`src/rtl/jbhp_pkg.sv`:
```
// Types, codes and constants of the JPEG baseline header parser.
package jbhp_pkg;

  localparam logic [3:0] PH_SOI0      = 4'd0;
  localparam logic [3:0] PH_SOI1      = 4'd1;
  localparam logic [3:0] PH_MARK      = 4'd2;
  localparam logic [3:0] PH_LENH      = 4'd3;
  localparam logic [3:0] PH_LENL      = 4'd4;
  localparam logic [3:0] PH_SKIP      = 4'd5;
  localparam logic [3:0] PH_DQT       = 4'd6;
  localparam logic [3:0] PH_DHT_HEAD  = 4'd7;
  localparam logic [3:0] PH_DHT_COUNT = 4'd8;
  localparam logic [3:0] PH_DHT_SYM   = 4'd9;
  localparam logic [3:0] PH_SOF       = 4'd10;
  localparam logic [3:0] PH_DRI       = 4'd11;
  localparam logic [3:0] PH_SOS       = 4'd12;
  localparam logic [3:0] PH_SCAN      = 4'd13;

  localparam logic [3:0] KIND_QUANT     = 4'd0;
  localparam logic [3:0] KIND_HUFF_CNT  = 4'd1;
  localparam logic [3:0] KIND_HUFF_SYM  = 4'd2;
  localparam logic [3:0] KIND_HEIGHT    = 4'd3;
  localparam logic [3:0] KIND_WIDTH     = 4'd4;
  localparam logic [3:0] KIND_PRECISION = 4'd5;
  localparam logic [3:0] KIND_RESTART   = 4'd6;
  localparam logic [3:0] KIND_SAMPLING  = 4'd7;
  localparam logic [3:0] KIND_COMP_QT   = 4'd8;
  localparam logic [3:0] KIND_COMP_HUFF = 4'd9;
  localparam logic [3:0] KIND_HDR_DONE  = 4'd10;
  localparam logic [3:0] KIND_SCAN      = 4'd11;
  localparam logic [3:0] KIND_ERROR     = 4'd12;

  localparam logic [2:0] ERR_NONE      = 3'd0;
  localparam logic [2:0] ERR_NO_SOI    = 3'd1;
  localparam logic [2:0] ERR_TRUNCATED = 3'd2;
  localparam logic [2:0] ERR_PRECISION = 3'd3;
  localparam logic [2:0] ERR_COMPONENT = 3'd4;
  localparam logic [2:0] ERR_CODING    = 3'd5;
  localparam logic [2:0] ERR_CORRUPT   = 3'd6;

  localparam logic [7:0] MK_FILL = 8'hff;
  localparam logic [7:0] MK_SOI  = 8'hd8;
  localparam logic [7:0] MK_EOI  = 8'hd9;
  localparam logic [7:0] MK_SOS  = 8'hda;
  localparam logic [7:0] MK_DQT  = 8'hdb;
  localparam logic [7:0] MK_DHT  = 8'hc4;
  localparam logic [7:0] MK_SOF0 = 8'hc0;
  localparam logic [7:0] MK_SOF1 = 8'hc1;
  localparam logic [7:0] MK_JPG  = 8'hc8;
  localparam logic [7:0] MK_SOFF = 8'hcf;
  localparam logic [7:0] MK_DRI  = 8'hdd;
  localparam logic [7:0] MK_DAC  = 8'hcc;

  typedef struct packed {
    logic [7:0] data_byte;
    logic       last_byte;
  } in_item_t;

  typedef struct packed {
    logic [3:0]  phase;
    logic [7:0]  segment_marker;
    logic [15:0] segment_remaining;
    logic [7:0]  length_high;
    logic [11:0] chunk_position;
    logic [2:0]  table_slot;
    logic [11:0] symbols_remaining;
    logic [7:0]  component_count;
    logic [7:0]  component_done;
    logic [1:0]  current_component;
    logic        error_seen;
  } state_t;

  typedef struct packed {
    logic        have;
    logic [3:0]  kind;
    logic [2:0]  slot;
    logic [7:0]  index;
    logic [15:0] value;
    logic [2:0]  error_code;
  } result_t;

  localparam state_t ST_RESET = '{phase: PH_SOI0, default: '0};

endpackage

```
`src/rtl/jpeg_baseline_header_parser.sv`:
```
// Top level of the baseline JPEG header parser: state and result registers.
//
//  channel  | dir | tdata                        | tuser    | tlast
//  s_*      | in  | [7:0] data_byte              | -        | last_byte
//  m_*      | out | slot,index,value,error_code  | [3:0] kind | -
//
// One byte per cycle while the m side is not stalled; a byte's result is registered
// behind it (input register, then result register).
// The decode step updates the parser state in the cycle the byte moves on.
// rst clears both stages and returns the parser to expecting SOI.
// A stalled m side holds the result; one more byte waits in the input register.
module jpeg_baseline_header_parser (
  input  logic        clk,
  input  logic        rst,
  input  logic        s_tvalid,
  output logic        s_tready,
  input  logic [7:0]  s_tdata,   // [7:0] data_byte
  input  logic        s_tlast,   // last_byte
  output logic        m_tvalid,
  input  logic        m_tready,
  output logic [31:0] m_tdata,   // [2:0] slot, [10:3] index, [26:11] value, [29:27] error_code
  output logic [3:0]  m_tuser    // [3:0] kind
);

  logic               advance;
  logic               in_valid;
  jbhp_pkg::in_item_t in_item;
  jbhp_pkg::state_t   st;
  jbhp_pkg::state_t   st_next;
  jbhp_pkg::result_t  res;

  assign advance = !m_tvalid || m_tready;

  jbhp_in_stage u_in_stage (
    .clk      (clk),
    .rst      (rst),
    .s_tvalid (s_tvalid),
    .s_tready (s_tready),
    .s_tdata  (s_tdata),
    .s_tlast  (s_tlast),
    .advance  (advance),
    .in_valid (in_valid),
    .in_item  (in_item)
  );

  jbhp_step u_step (
    .st      (st),
    .item    (in_item),
    .st_next (st_next),
    .res     (res)
  );

  always_ff @(posedge clk) begin
    if (rst) begin
      st       <= jbhp_pkg::ST_RESET;
      m_tvalid <= 1'b0;
    end else if (advance) begin
      m_tvalid <= in_valid && res.have;
      if (in_valid) begin
        st <= st_next;
      end
    end
  end

  always_ff @(posedge clk) begin
    if (advance && in_valid && res.have) begin
      m_tdata <= {2'b00, res.error_code, res.value, res.index, res.slot};
      m_tuser <= res.kind;
    end
  end

endmodule

```
`src/rtl/jbhp_in_stage.sv`:
```
// Input register of the header parser: holds one byte until the decode step takes it.
module jbhp_in_stage (
  input  logic               clk,
  input  logic               rst,
  input  logic               s_tvalid,
  output logic               s_tready,
  input  logic [7:0]         s_tdata,   // data_byte
  input  logic               s_tlast,
  input  logic               advance,
  output logic               in_valid,
  output jbhp_pkg::in_item_t in_item
);

  assign s_tready = !in_valid || advance;

  always_ff @(posedge clk) begin
    if (rst) begin
      in_valid <= 1'b0;
    end else if (s_tvalid && s_tready) begin
      in_valid <= 1'b1;
    end else if (advance) begin
      in_valid <= 1'b0;
    end
  end

  always_ff @(posedge clk) begin
    if (s_tvalid && s_tready) begin
      in_item.data_byte <= s_tdata;
      in_item.last_byte <= s_tlast;
    end
  end

endmodule

```
`src/rtl/jbhp_step.sv`:
```
// Per-byte decode: next parser state and the result item that one byte produces.
module jbhp_step (
  input  jbhp_pkg::state_t   st,
  input  jbhp_pkg::in_item_t item,
  output jbhp_pkg::state_t   st_next,
  output jbhp_pkg::result_t  res
);

  function automatic jbhp_pkg::result_t mk_res(logic [3:0] kind, logic [2:0] slot,
                                               logic [7:0] index, logic [15:0] value,
                                               logic [2:0] code);
    jbhp_pkg::result_t r;
    r.have       = 1'b1;
    r.kind       = kind;
    r.slot       = slot;
    r.index      = index;
    r.value      = value;
    r.error_code = code;
    return r;
  endfunction

  jbhp_pkg::state_t  n;
  jbhp_pkg::result_t r;
  logic [7:0]  b;
  logic [11:0] p;
  logic        final_b;
  logic        dead;
  logic        was_scan;
  logic [15:0] word;
  logic [15:0] rem;
  logic [11:0] sym_sum;
  logic [11:0] sym_left;
  logic [7:0]  comp_id;
  logic        unsupported;

  always_comb begin
    n        = st;
    r        = '0;
    b        = item.data_byte;
    p        = st.chunk_position;
    final_b  = (st.segment_remaining == 16'd1);
    dead     = st.error_seen;
    was_scan = (st.phase == jbhp_pkg::PH_SCAN);
    word     = {st.length_high, b};
    rem      = word - 16'd2;
    sym_sum  = st.symbols_remaining + {4'd0, b};
    sym_left = st.symbols_remaining - 12'd1;
    comp_id  = b - 8'd1;
    unsupported = (b == jbhp_pkg::MK_DAC) ||
                  ((b >= jbhp_pkg::MK_SOF1) && (b <= jbhp_pkg::MK_SOFF) &&
                   (b != jbhp_pkg::MK_DHT) && (b != jbhp_pkg::MK_JPG));

    if (!dead) begin
      case (st.phase)
        jbhp_pkg::PH_SOI0: begin
          if (b != jbhp_pkg::MK_FILL) begin
            r = mk_res(jbhp_pkg::KIND_ERROR, 3'd0, 8'd0, 16'd0, jbhp_pkg::ERR_NO_SOI);
            n.error_seen = 1'b1;
          end else begin
            n.phase = jbhp_pkg::PH_SOI1;
          end
        end
        jbhp_pkg::PH_SOI1: begin
          if (b != jbhp_pkg::MK_SOI) begin
            r = mk_res(jbhp_pkg::KIND_ERROR, 3'd0, 8'd0, 16'd0, jbhp_pkg::ERR_NO_SOI);
            n.error_seen = 1'b1;
          end else begin
            n.phase = jbhp_pkg::PH_MARK;
          end
        end
        jbhp_pkg::PH_MARK: begin
          if (b != jbhp_pkg::MK_FILL) begin
            n.segment_marker = b;
            if (unsupported) begin
              r = mk_res(jbhp_pkg::KIND_ERROR, 3'd0, 8'd0, 16'd0, jbhp_pkg::ERR_CODING);
              n.error_seen = 1'b1;
            end else if ((b == jbhp_pkg::MK_SOI) || (b == jbhp_pkg::MK_EOI)) begin
              r = mk_res(jbhp_pkg::KIND_ERROR, 3'd0, 8'd0, 16'd0, jbhp_pkg::ERR_CORRUPT);
              n.error_seen = 1'b1;
            end else begin
              n.phase = jbhp_pkg::PH_LENH;
            end
          end
        end
        jbhp_pkg::PH_LENH: begin
          n.length_high = b;
          n.phase       = jbhp_pkg::PH_LENL;
        end
        jbhp_pkg::PH_LENL: begin
          if (word < 16'd2) begin
            r = mk_res(jbhp_pkg::KIND_ERROR, 3'd0, 8'd0, 16'd0, jbhp_pkg::ERR_CORRUPT);
            n.error_seen = 1'b1;
          end else begin
            n.segment_remaining = rem;
            n.chunk_position    = 12'd0;
            case (st.segment_marker)
              jbhp_pkg::MK_DQT:  n.phase = jbhp_pkg::PH_DQT;
              jbhp_pkg::MK_DHT:  n.phase = jbhp_pkg::PH_DHT_HEAD;
              jbhp_pkg::MK_SOF0: n.phase = jbhp_pkg::PH_SOF;
              jbhp_pkg::MK_DRI:  n.phase = jbhp_pkg::PH_DRI;
              jbhp_pkg::MK_SOS:  n.phase = jbhp_pkg::PH_SOS;
              default:           n.phase = jbhp_pkg::PH_SKIP;
            endcase
            if (rem == 16'd0) begin
              if (st.segment_marker == jbhp_pkg::MK_SOS) begin
                r = mk_res(jbhp_pkg::KIND_HDR_DONE, 3'd0, 8'd0, 16'd0, jbhp_pkg::ERR_NONE);
                n.phase = jbhp_pkg::PH_SCAN;
              end else begin
                n.phase = jbhp_pkg::PH_MARK;
              end
            end
          end
        end
        jbhp_pkg::PH_SCAN: begin
          r = mk_res(jbhp_pkg::KIND_SCAN, 3'd0, 8'd0, {8'd0, b}, jbhp_pkg::ERR_NONE);
        end
        jbhp_pkg::PH_SKIP, jbhp_pkg::PH_DQT, jbhp_pkg::PH_DHT_HEAD, jbhp_pkg::PH_DHT_COUNT,
        jbhp_pkg::PH_DHT_SYM, jbhp_pkg::PH_SOF, jbhp_pkg::PH_DRI, jbhp_pkg::PH_SOS: begin
          n.segment_remaining = st.segment_remaining - 16'd1;
          case (st.phase)
            jbhp_pkg::PH_DQT: begin
              if (p == 12'd0) begin
                if (b[7:4] != 4'd0) begin
                  r = mk_res(jbhp_pkg::KIND_ERROR, 3'd0, 8'd0, 16'd0,
                             jbhp_pkg::ERR_PRECISION);
                  n.error_seen = 1'b1;
                end else begin
                  n.table_slot     = {1'b0, b[1:0]};
                  n.chunk_position = 12'd1;
                end
              end else begin
                r = mk_res(jbhp_pkg::KIND_QUANT, st.table_slot, p[7:0] - 8'd1,
                           {8'd0, b}, jbhp_pkg::ERR_NONE);
                n.chunk_position = (p >= 12'd64) ? 12'd0 : p + 12'd1;
              end
            end
            jbhp_pkg::PH_DHT_HEAD: begin
              n.table_slot        = {b[1:0], b[4]};
              n.chunk_position    = 12'd0;
              n.symbols_remaining = 12'd0;
              n.phase             = jbhp_pkg::PH_DHT_COUNT;
            end
            jbhp_pkg::PH_DHT_COUNT: begin
              r = mk_res(jbhp_pkg::KIND_HUFF_CNT, st.table_slot, p[7:0], {8'd0, b},
                         jbhp_pkg::ERR_NONE);
              n.symbols_remaining = sym_sum;
              if (p >= 12'd15) begin
                n.chunk_position = 12'd0;
                n.phase = (sym_sum != 12'd0) ? jbhp_pkg::PH_DHT_SYM : jbhp_pkg::PH_DHT_HEAD;
              end else begin
                n.chunk_position = p + 12'd1;
              end
            end
            jbhp_pkg::PH_DHT_SYM: begin
              if (p <= 12'd255) begin
                r = mk_res(jbhp_pkg::KIND_HUFF_SYM, st.table_slot, p[7:0], {8'd0, b},
                           jbhp_pkg::ERR_NONE);
              end
              n.chunk_position    = p + 12'd1;
              n.symbols_remaining = sym_left;
              if (sym_left == 12'd0) begin
                n.phase = jbhp_pkg::PH_DHT_HEAD;
              end
            end
            jbhp_pkg::PH_SOF: begin
              if (p == 12'd0) begin
                r = mk_res(jbhp_pkg::KIND_PRECISION, 3'd0, 8'd0, {8'd0, b},
                           jbhp_pkg::ERR_NONE);
              end else if ((p == 12'd1) || (p == 12'd3)) begin
                n.length_high = b;
              end else if (p == 12'd2) begin
                r = mk_res(jbhp_pkg::KIND_HEIGHT, 3'd0, 8'd0, word, jbhp_pkg::ERR_NONE);
              end else if (p == 12'd4) begin
                r = mk_res(jbhp_pkg::KIND_WIDTH, 3'd0, 8'd0, word, jbhp_pkg::ERR_NONE);
              end else if (p == 12'd5) begin
                n.component_count = b;
                n.component_done  = 8'd0;
              end else if (st.component_done < st.component_count) begin
                if (p == 12'd6) begin
                  if (comp_id > 8'd2) begin
                    r = mk_res(jbhp_pkg::KIND_ERROR, 3'd0, 8'd0, 16'd0,
                               jbhp_pkg::ERR_COMPONENT);
                    n.error_seen = 1'b1;
                  end else begin
                    n.current_component = comp_id[1:0];
                  end
                end else if (p == 12'd7) begin
                  r = mk_res(jbhp_pkg::KIND_SAMPLING, {1'b0, st.current_component}, 8'd0,
                             {8'd0, b}, jbhp_pkg::ERR_NONE);
                end else begin
                  r = mk_res(jbhp_pkg::KIND_COMP_QT, {1'b0, st.current_component}, 8'd0,
                             {8'd0, b}, jbhp_pkg::ERR_NONE);
                  n.component_done = st.component_done + 8'd1;
                end
              end
              n.chunk_position = (p >= 12'd8) ? 12'd6 : p + 12'd1;
            end
            jbhp_pkg::PH_DRI: begin
              if (p == 12'd0) begin
                n.length_high = b;
              end else if (p == 12'd1) begin
                r = mk_res(jbhp_pkg::KIND_RESTART, 3'd0, 8'd0, word, jbhp_pkg::ERR_NONE);
              end
              if (p < 12'd2) begin
                n.chunk_position = p + 12'd1;
              end
            end
            jbhp_pkg::PH_SOS: begin
              if (p == 12'd0) begin
                n.component_count = b;
                n.component_done  = 8'd0;
              end else if (st.component_done < st.component_count) begin
                if (p == 12'd1) begin
                  if (comp_id > 8'd2) begin
                    r = mk_res(jbhp_pkg::KIND_ERROR, 3'd0, 8'd0, 16'd0,
                               jbhp_pkg::ERR_COMPONENT);
                    n.error_seen = 1'b1;
                  end else begin
                    n.current_component = comp_id[1:0];
                  end
                end else begin
                  r = mk_res(jbhp_pkg::KIND_COMP_HUFF, {1'b0, st.current_component}, 8'd0,
                             {8'd0, b}, jbhp_pkg::ERR_NONE);
                  n.component_done = st.component_done + 8'd1;
                end
              end
              n.chunk_position = (p >= 12'd2) ? 12'd1 : p + 12'd1;
            end
            default: begin
            end
          endcase
          // end of segment; an error raised on this byte wins
          if (final_b && !n.error_seen) begin
            if (st.segment_marker == jbhp_pkg::MK_SOS) begin
              r = mk_res(jbhp_pkg::KIND_HDR_DONE, 3'd0, 8'd0, 16'd0, jbhp_pkg::ERR_NONE);
              n.phase = jbhp_pkg::PH_SCAN;
            end else begin
              n.phase = jbhp_pkg::PH_MARK;
            end
          end
        end
        default: begin
          n.phase = jbhp_pkg::PH_MARK;
        end
      endcase
    end

    if (item.last_byte) begin
      if (!dead && !was_scan && !(r.have && (r.kind == jbhp_pkg::KIND_ERROR))) begin
        r = mk_res(jbhp_pkg::KIND_ERROR, 3'd0, 8'd0, 16'd0, jbhp_pkg::ERR_TRUNCATED);
      end
      n = jbhp_pkg::ST_RESET;
    end

    st_next = n;
    res     = r;
  end

endmodule

```
`config.mk`:
```
export PLATFORM = sky130hd
export DESIGN_NAME = jpeg_baseline_header_parser
export DESIGN_NICKNAME = d
export VERILOG_FILES = /design/src/rtl/jbhp_pkg.sv /design/src/rtl/jpeg_baseline_header_parser.sv /design/src/rtl/jbhp_in_stage.sv /design/src/rtl/jbhp_step.sv
export SDC_FILE = /design/constraint.sdc
export NUM_CORES = 1
export LEC_CHECK = 0
export BUFFER_PORTS_ARGS = -buffer_cell sky130_fd_sc_hd__buf_2
export CAP_MARGIN = 20
export CORE_MARGIN = 1.5
export CORE_UTILIZATION = 40
export DETAILED_ROUTE_END_ITERATION = 8
export GPL_ROUTABILITY_DRIVEN = 0
export PLACE_DENSITY = 0.58
export SYNTH_ARGS = -nofsm -noshare
export SYNTH_HDL_FRONTEND = slang
export SYNTH_SLANG_ARGS = --single-unit
```
`constraint.sdc`:
```
create_clock -name clk -period 10.28 [get_ports clk]
set_input_delay 2.57 -clock clk [delete_from_list [all_inputs] [get_ports clk]]
set_output_delay 2.57 -clock clk [all_outputs]
set_load 0.01 [all_outputs]
```
### Word level (Yosys, flattened, before mapping)

Index checks and enable logic that the tools add are counted.

* register bits: 127
* latch bits: 0
* memory bits (writable): 0
* bits in read-only memories: 0
* bits of input ports: 13
* output and inout port bits: 38
* word-level logic and storage cells: 260
* memories: 0

* add/subtract/negate cells: 8
* multiply operators: 0
* divide/modulo/power cells: 0
* $lt $le $gt $ge: 11
* equal/unequal tests: 71
* shifts and indexed selects: 0
* muxes and demuxes: 104
* bitwise gates (word level): 0
* reduce and logical (&&, ||, !) cells: 49

Operators with widths (count)
* $mux W35: 29
* $pmux W35 S6: 2
* $mux W82: 2
* $mux W12: 8
* $pmux W12 S7: 1
* $mux W8: 10
* $mux W19: 4
* $eq A8 B8 Y1 const B: 8
* $eq A12 B3 Y1 const B: 4
* $mux W4: 11
* $ne A3 B3 Y1 const B: 12
* $pmux W12 S3: 1
* $pmux W18 S2: 1
* $mux W34: 1
* $mux W33: 1
* $ne A8 B8 Y1 const B: 4
* $pmux W16 S2: 1
* $pmux W8 S2: 2
* $eq A4 B4 Y1 const B: 7
* $pmux W4 S7: 1
* $eq A12 B2 Y1 const B: 2
* $ge A12 B4 Y1 const B: 2
* $logic_not A12 Y1: 2
* $ne A3 B2 Y1 const B: 8
* other kinds (60): 119

### Longest topological paths before layout

* word-level depth: 25
* depth in mapped cells: 14
* gate-level depth less buffers: 11

### Hierarchy

Synthesis repeated with hierarchy kept, for this count alone.

* cells, all modules: 1413
* area, all modules: 11075.6 um^2

By module, submodules not included
* jbhp_step: times used 1, cells each 982, area each 5811.8 um^2, sequential area each 0.0 um^2
* jpeg_baseline_header_parser: times used 1, cells each 417, area each 4938.5 um^2, sequential area each 2682.6 um^2
* jbhp_in_stage: times used 1, cells each 14, area each 325.3 um^2, sequential area each 290.3 um^2

### Worst setup path before layout

No wires, ideal clock.

* path type: input-to-output
* from: input port m_tready
* to: output port s_tready
* data arrival time: 2.951 ns
* required time: 7.710 ns
* slack: 4.759 ns
* cell stages on the path: 2
* buffers on the path: 0
* path through: nor2b_1 -> nand2_1

* cells in the longest elaborated chain, start to end: 2

RTL lines
* start: declaration: RTL line jpeg_baseline_header_parser.sv:20 `input logic m_tready,`
* $logic_or A1 B1 Y1: RTL line jpeg_baseline_header_parser.sv:32 `assign advance = !m_tvalid || m_tready;`
* $logic_or A1 B1 Y1: RTL line jbhp_in_stage.sv:14 `assign s_tready = !in_valid || advance;`
* end: declaration: RTL line jpeg_baseline_header_parser.sv:16 `output logic s_tready,`

Every way passes these cells.

### Worst setup path in the final report

Ends and elaborated chain as after synthesis.

==> results.md <==
| Parameter | This run | Unit |
|---|---|---|
| Count of max-cap constraint violations | 0 | - |
| Transition at the pin with the smallest max-transition slack | 1.19 | ns |
| Placeable core region | 21800 | um^2 |
| Count of boundary I/O pins | 51 | - |
| Largest area contributor in the netlist | dfxtp_1 | - |
| Wire length per cell after detailed routing | 18.5 | um |
| Number of vias in the routed layout | 8556 | - |
| Cell Area, Placed | 9260 | um^2 |
| Reg-to-reg slack, setup | 5.82 | ns |
| TritonCTS clock tree | built | - |
| Fraction of power consumed by the clock network | 0.490 | - |
| Via count of the first global-routing pass | 7778 | - |
| Residual antenna-violating net count after detailed routing | 0 | - |
| Maximum root-to-sink buffer count | 2 | - |
| Yosys reg bits | 127 | - |
| Global-route congestion overflow total | 0 | - |
| Total placed cells including tap cells | 1394 | - |
| Maximum single-stage delay on the critical path | 0.28 | ns |
| Synth-to-Final Area Change | 11.7 | % |
| Largest fanout of any net on the critical path | 6 | - |
| Share of layout cells above drive strength 1 | 0.111 | - |
| CTS Hold Bufs | 0 | - |
| Number of detailed-route iterations in the first pass | 5 | - |
| Switching portion of total power | 0.278 | - |
| # rows | 54 | - |
| Final sum of negative setup slack | 0 | ns |
| Total internal power | 0.000912 | W |
| Post-layout min period | 5.78 | ns |
| Most used standard cells in the synthesized netlist | nor2_1, nand2_1, a21oi_1 | - |
| Post-CTS setup-driven buffer insertion count | 0 | - |
| Synth Warn # | 0 | - |
| Fin. Hold Viols | 0 | - |
| Cells after synthesis | 1122 | - |
| Number of standard cells in the layout, taps in and fillers out | 1427 | - |
| Critical path capture point type | output pin | - |
| Fillers | 2219 | - |
| Portion of the post-synthesis area used by sequential elements | 0.336 | - |
| Clock tree root buffer cell | clkbuf_16 | - |
| Slowest stage cell on the critical path | nor2b_1 | - |
| Worst Setup Start Kind | primary input | - |
| Met3 Wirelength | 1780 | um |
| Path category of the worst min-delay check | reg -> reg | - |
| Total number of nets in the final design | 1180 | - |
| Drt drc | 0 | - |
| Area used by sequential logic in the layout | 2970 | um^2 |
| Result of the run | finished clean | - |
| Die Y | 152 | um |
| GRT Overall Usage | 0.235 | - |
| Series of cell instances along the critical path | buf_2, nor2b_1, nand2_1, buf_2 | - |
| Data arrival time of the critical path | 3.21 | ns |
| Routed length on met1 | 12400 | um |
| Post-synthesis average cell area | 7.88 | um^2 |
| Skew final | 0.0129 | ns |
| 1st-iter DRT viols | 699 | - |
| Number of buffer cells added on primary ports | 48 | - |
| Area of the multi-input gates | 5490 | um^2 |
| Clock-pin slew reported for the worst setup and hold paths after clock tree synthesis | 0.07 | ns |
| Synthesized area | 8840 | um^2 |
| Wire length reported by the detailed router | 26400 | um |
| Cell with the most instances after synthesis | nor2_1 | - |
| Part of the power in registers | 0.433 | - |
| Worst hold margin | 0.453 | ns |
| Number of library cell types mapped by synthesis | 73 | - |
| Met2 wire len | 11700 | um |
| Placed wire-length estimate | 18900 | um |
| Synth top area share | 0.190 | - |
| Startpoint-to-endpoint class of the critical path | in -> out | - |
| Global-route wire length before repair | 42200 | um |
| Final setup violation count | 0 | - |
| Final clock period utilization by the worst path | 0.563 | - |
| Most used flip-flop cell after synthesis | dfxtp_1 | - |
| FMAX | 0.173 | GHz |
| Relative slew slack | 0.199 | - |
| Horizontal extent of the die | 152 | um |
| Top routing layer in use | met4 | - |
| P_sw | 0.000351 | W |
| Vias/cell | 6.00 | - |
| Initial core utilization | 0.406 | - |
| Count of cells resized by post-cts repair | 0 | - |
| Setup repair after global routing missed its margin | false | - |
| Power density relative to cell area | 128 | nW/um^2 |
| Initial antenna violation count | 0 | - |
| Peak supply drop | 0.106 | mV |
| Later-pin clock latency in the skew report | 0.43 | ns |
| Overall die area | 23000 | um^2 |
| Number of buffers inserted during clock tree synthesis | 17 | - |
| Final Core Density | 0.454 | - |
| Pin count of the biggest net entering global routing | 75 | - |
| Most common cell type on the critical path | buf_2 | - |
| Max-slew violation count | 0 | - |
| H-tree levels | 4 | - |
| Synth top area cells | dfxtp_1, edfxtp_1, nor2_1, a21oi_1, ha_1 | - |
| Proportion of power drawn by combinational gates | 0.077 | - |
| WP data required | 7.71 | ns |
| Post-route standard cell area excluding fillers | 9870 | um^2 |
| Number of sinks on the clock net | 127 | - |
| Share of flip-flops with an asynchronous set or reset | 0 | - |
| Leakage power summed over all cells | 3.50 | nW |
| Number of enable-type register cells in the synthesized netlist | 43 | - |
| Diodes inserted | 0 | - |
[worst max-delay path, delay by kind of cell]
family	cells	cell delay [ns]
and+or+nand+nor	2	0.39
buffers and inverters	2	0.25
[layout by cell type (no fill, tap or decap), types with 6 or more instances in the layout]
cell,synthesis,layout
o21bai_1,6,6
edfxtp_1,43,43
or3_1,11,11
nand2_1,96,96
nand3_1,43,43
nor2b_1,10,10
o2111ai_1,8,8
dfxtp_1,84,84
mux2i_1,14,14
or4_1,10,10
o22ai_1,13,13
nand4_1,15,15
nor4_1,17,17
xor2_1,13,13
a211oi_1,13,13
nor3_1,46,46
o21ai_0,55,55
nand3b_1,6,6
nand4b_1,12,12
buf_2,2,48
and2_1,20,20
a31oi_1,13,13
and3_1,18,18
clkbuf_16,0,19
nor3b_1,11,11
a22oi_1,18,18
or2_2,8,8
xnor2_1,36,35
nand2b_1,19,19
o31ai_1,8,8
buf_4,2,12
ha_1,32,32
a21oi_1,89,88
o211ai_1,10,10
nor2_1,150,150
nor3_2,9,9
inv_1,29,29
[cell families after synthesis]
family                   count (synthesis)  share of synthesized area
buffers and inverters                   98                     0.0453
AND/OR/NAND/NOR                        512                      0.295
adder cells (fa/ha/maj)                 33                     0.0475
AO/OA/AOI/OAI                          283                      0.205
flip-flops                             127                      0.336
other                                    1                   0.000424
multiplexers                            19                     0.0222
XOR/XNOR                                49                     0.0485
[layer usage]
layer / track usage / up-vias
met5: 0 / -
met4: 0.0707 / 0
met3: 0.0410 / 44
met2: 0.357 / 308
met1: 0.337 / 4066
li1: - / 4138
[power by group through the flow]
| stage | Sequential (W) | Clock (W) | Combinational [W] |
|---|---|---|---|
| 2_1_floorplan | 0.000552 | 0 | 0.0000655 |
| 4_1_cts | 0.000546 | 0.000629 | 0.0000953 |
| 3_5_place_dp | 0.000557 | 0 | 0.0000949 |
| 3_3_place_gp | 0.000557 | 0 | 0.0000947 |
| 5_1_grt | 0.000548 | 0.000649 | 0.000108 |
| 6_report | 0.000547 | 0.000619 | 0.0000978 |
[worst paths after layout]
| kind | start | to | depth (start not counted) |
|---|---|---|---|
| max | m_tready | s_tready | 4 |
| min | st[13] | st[13] | 2 |
| max reg2reg | u_in_stage.in_item[2] | m_tuser[1] | 11 |
| min reg2reg | st[13] | st[13] | 2 |
[per-stage QoR]
| step | setup slack, ns | power (W) |
|---|---|---|
| final | 4.50 | 0.00126 |
| after global routing | 4.35 | 0.00131 |
| after CTS | 4.49 | 0.00127 |
| after detailed placement | 4.49 | 0.000652 |
| after global placement | 4.53 | 0.000652 |
| after floorplan | 4.76 | 0.000618 |
[flip-flops by register name, summed over array words and instances, names as in the netlist]
name / cells
m_tvalid: 1
m_tdata: 30
m_tuser: 4
u_in_stage.in_item: 9
u_in_stage.in_valid: 1
st: 82
[layout make-up]
class                      instances  share of cell area
tap                              280              0.0355
clock buffer                      20              0.0485
clock inverter                    12              0.0114
multi-input combinational        898               0.556
timing repair buffer              61              0.0362
sequential                       127               0.301
inverter                          29              0.0110
No activity file was read; power rests on OpenSTA's default activity.
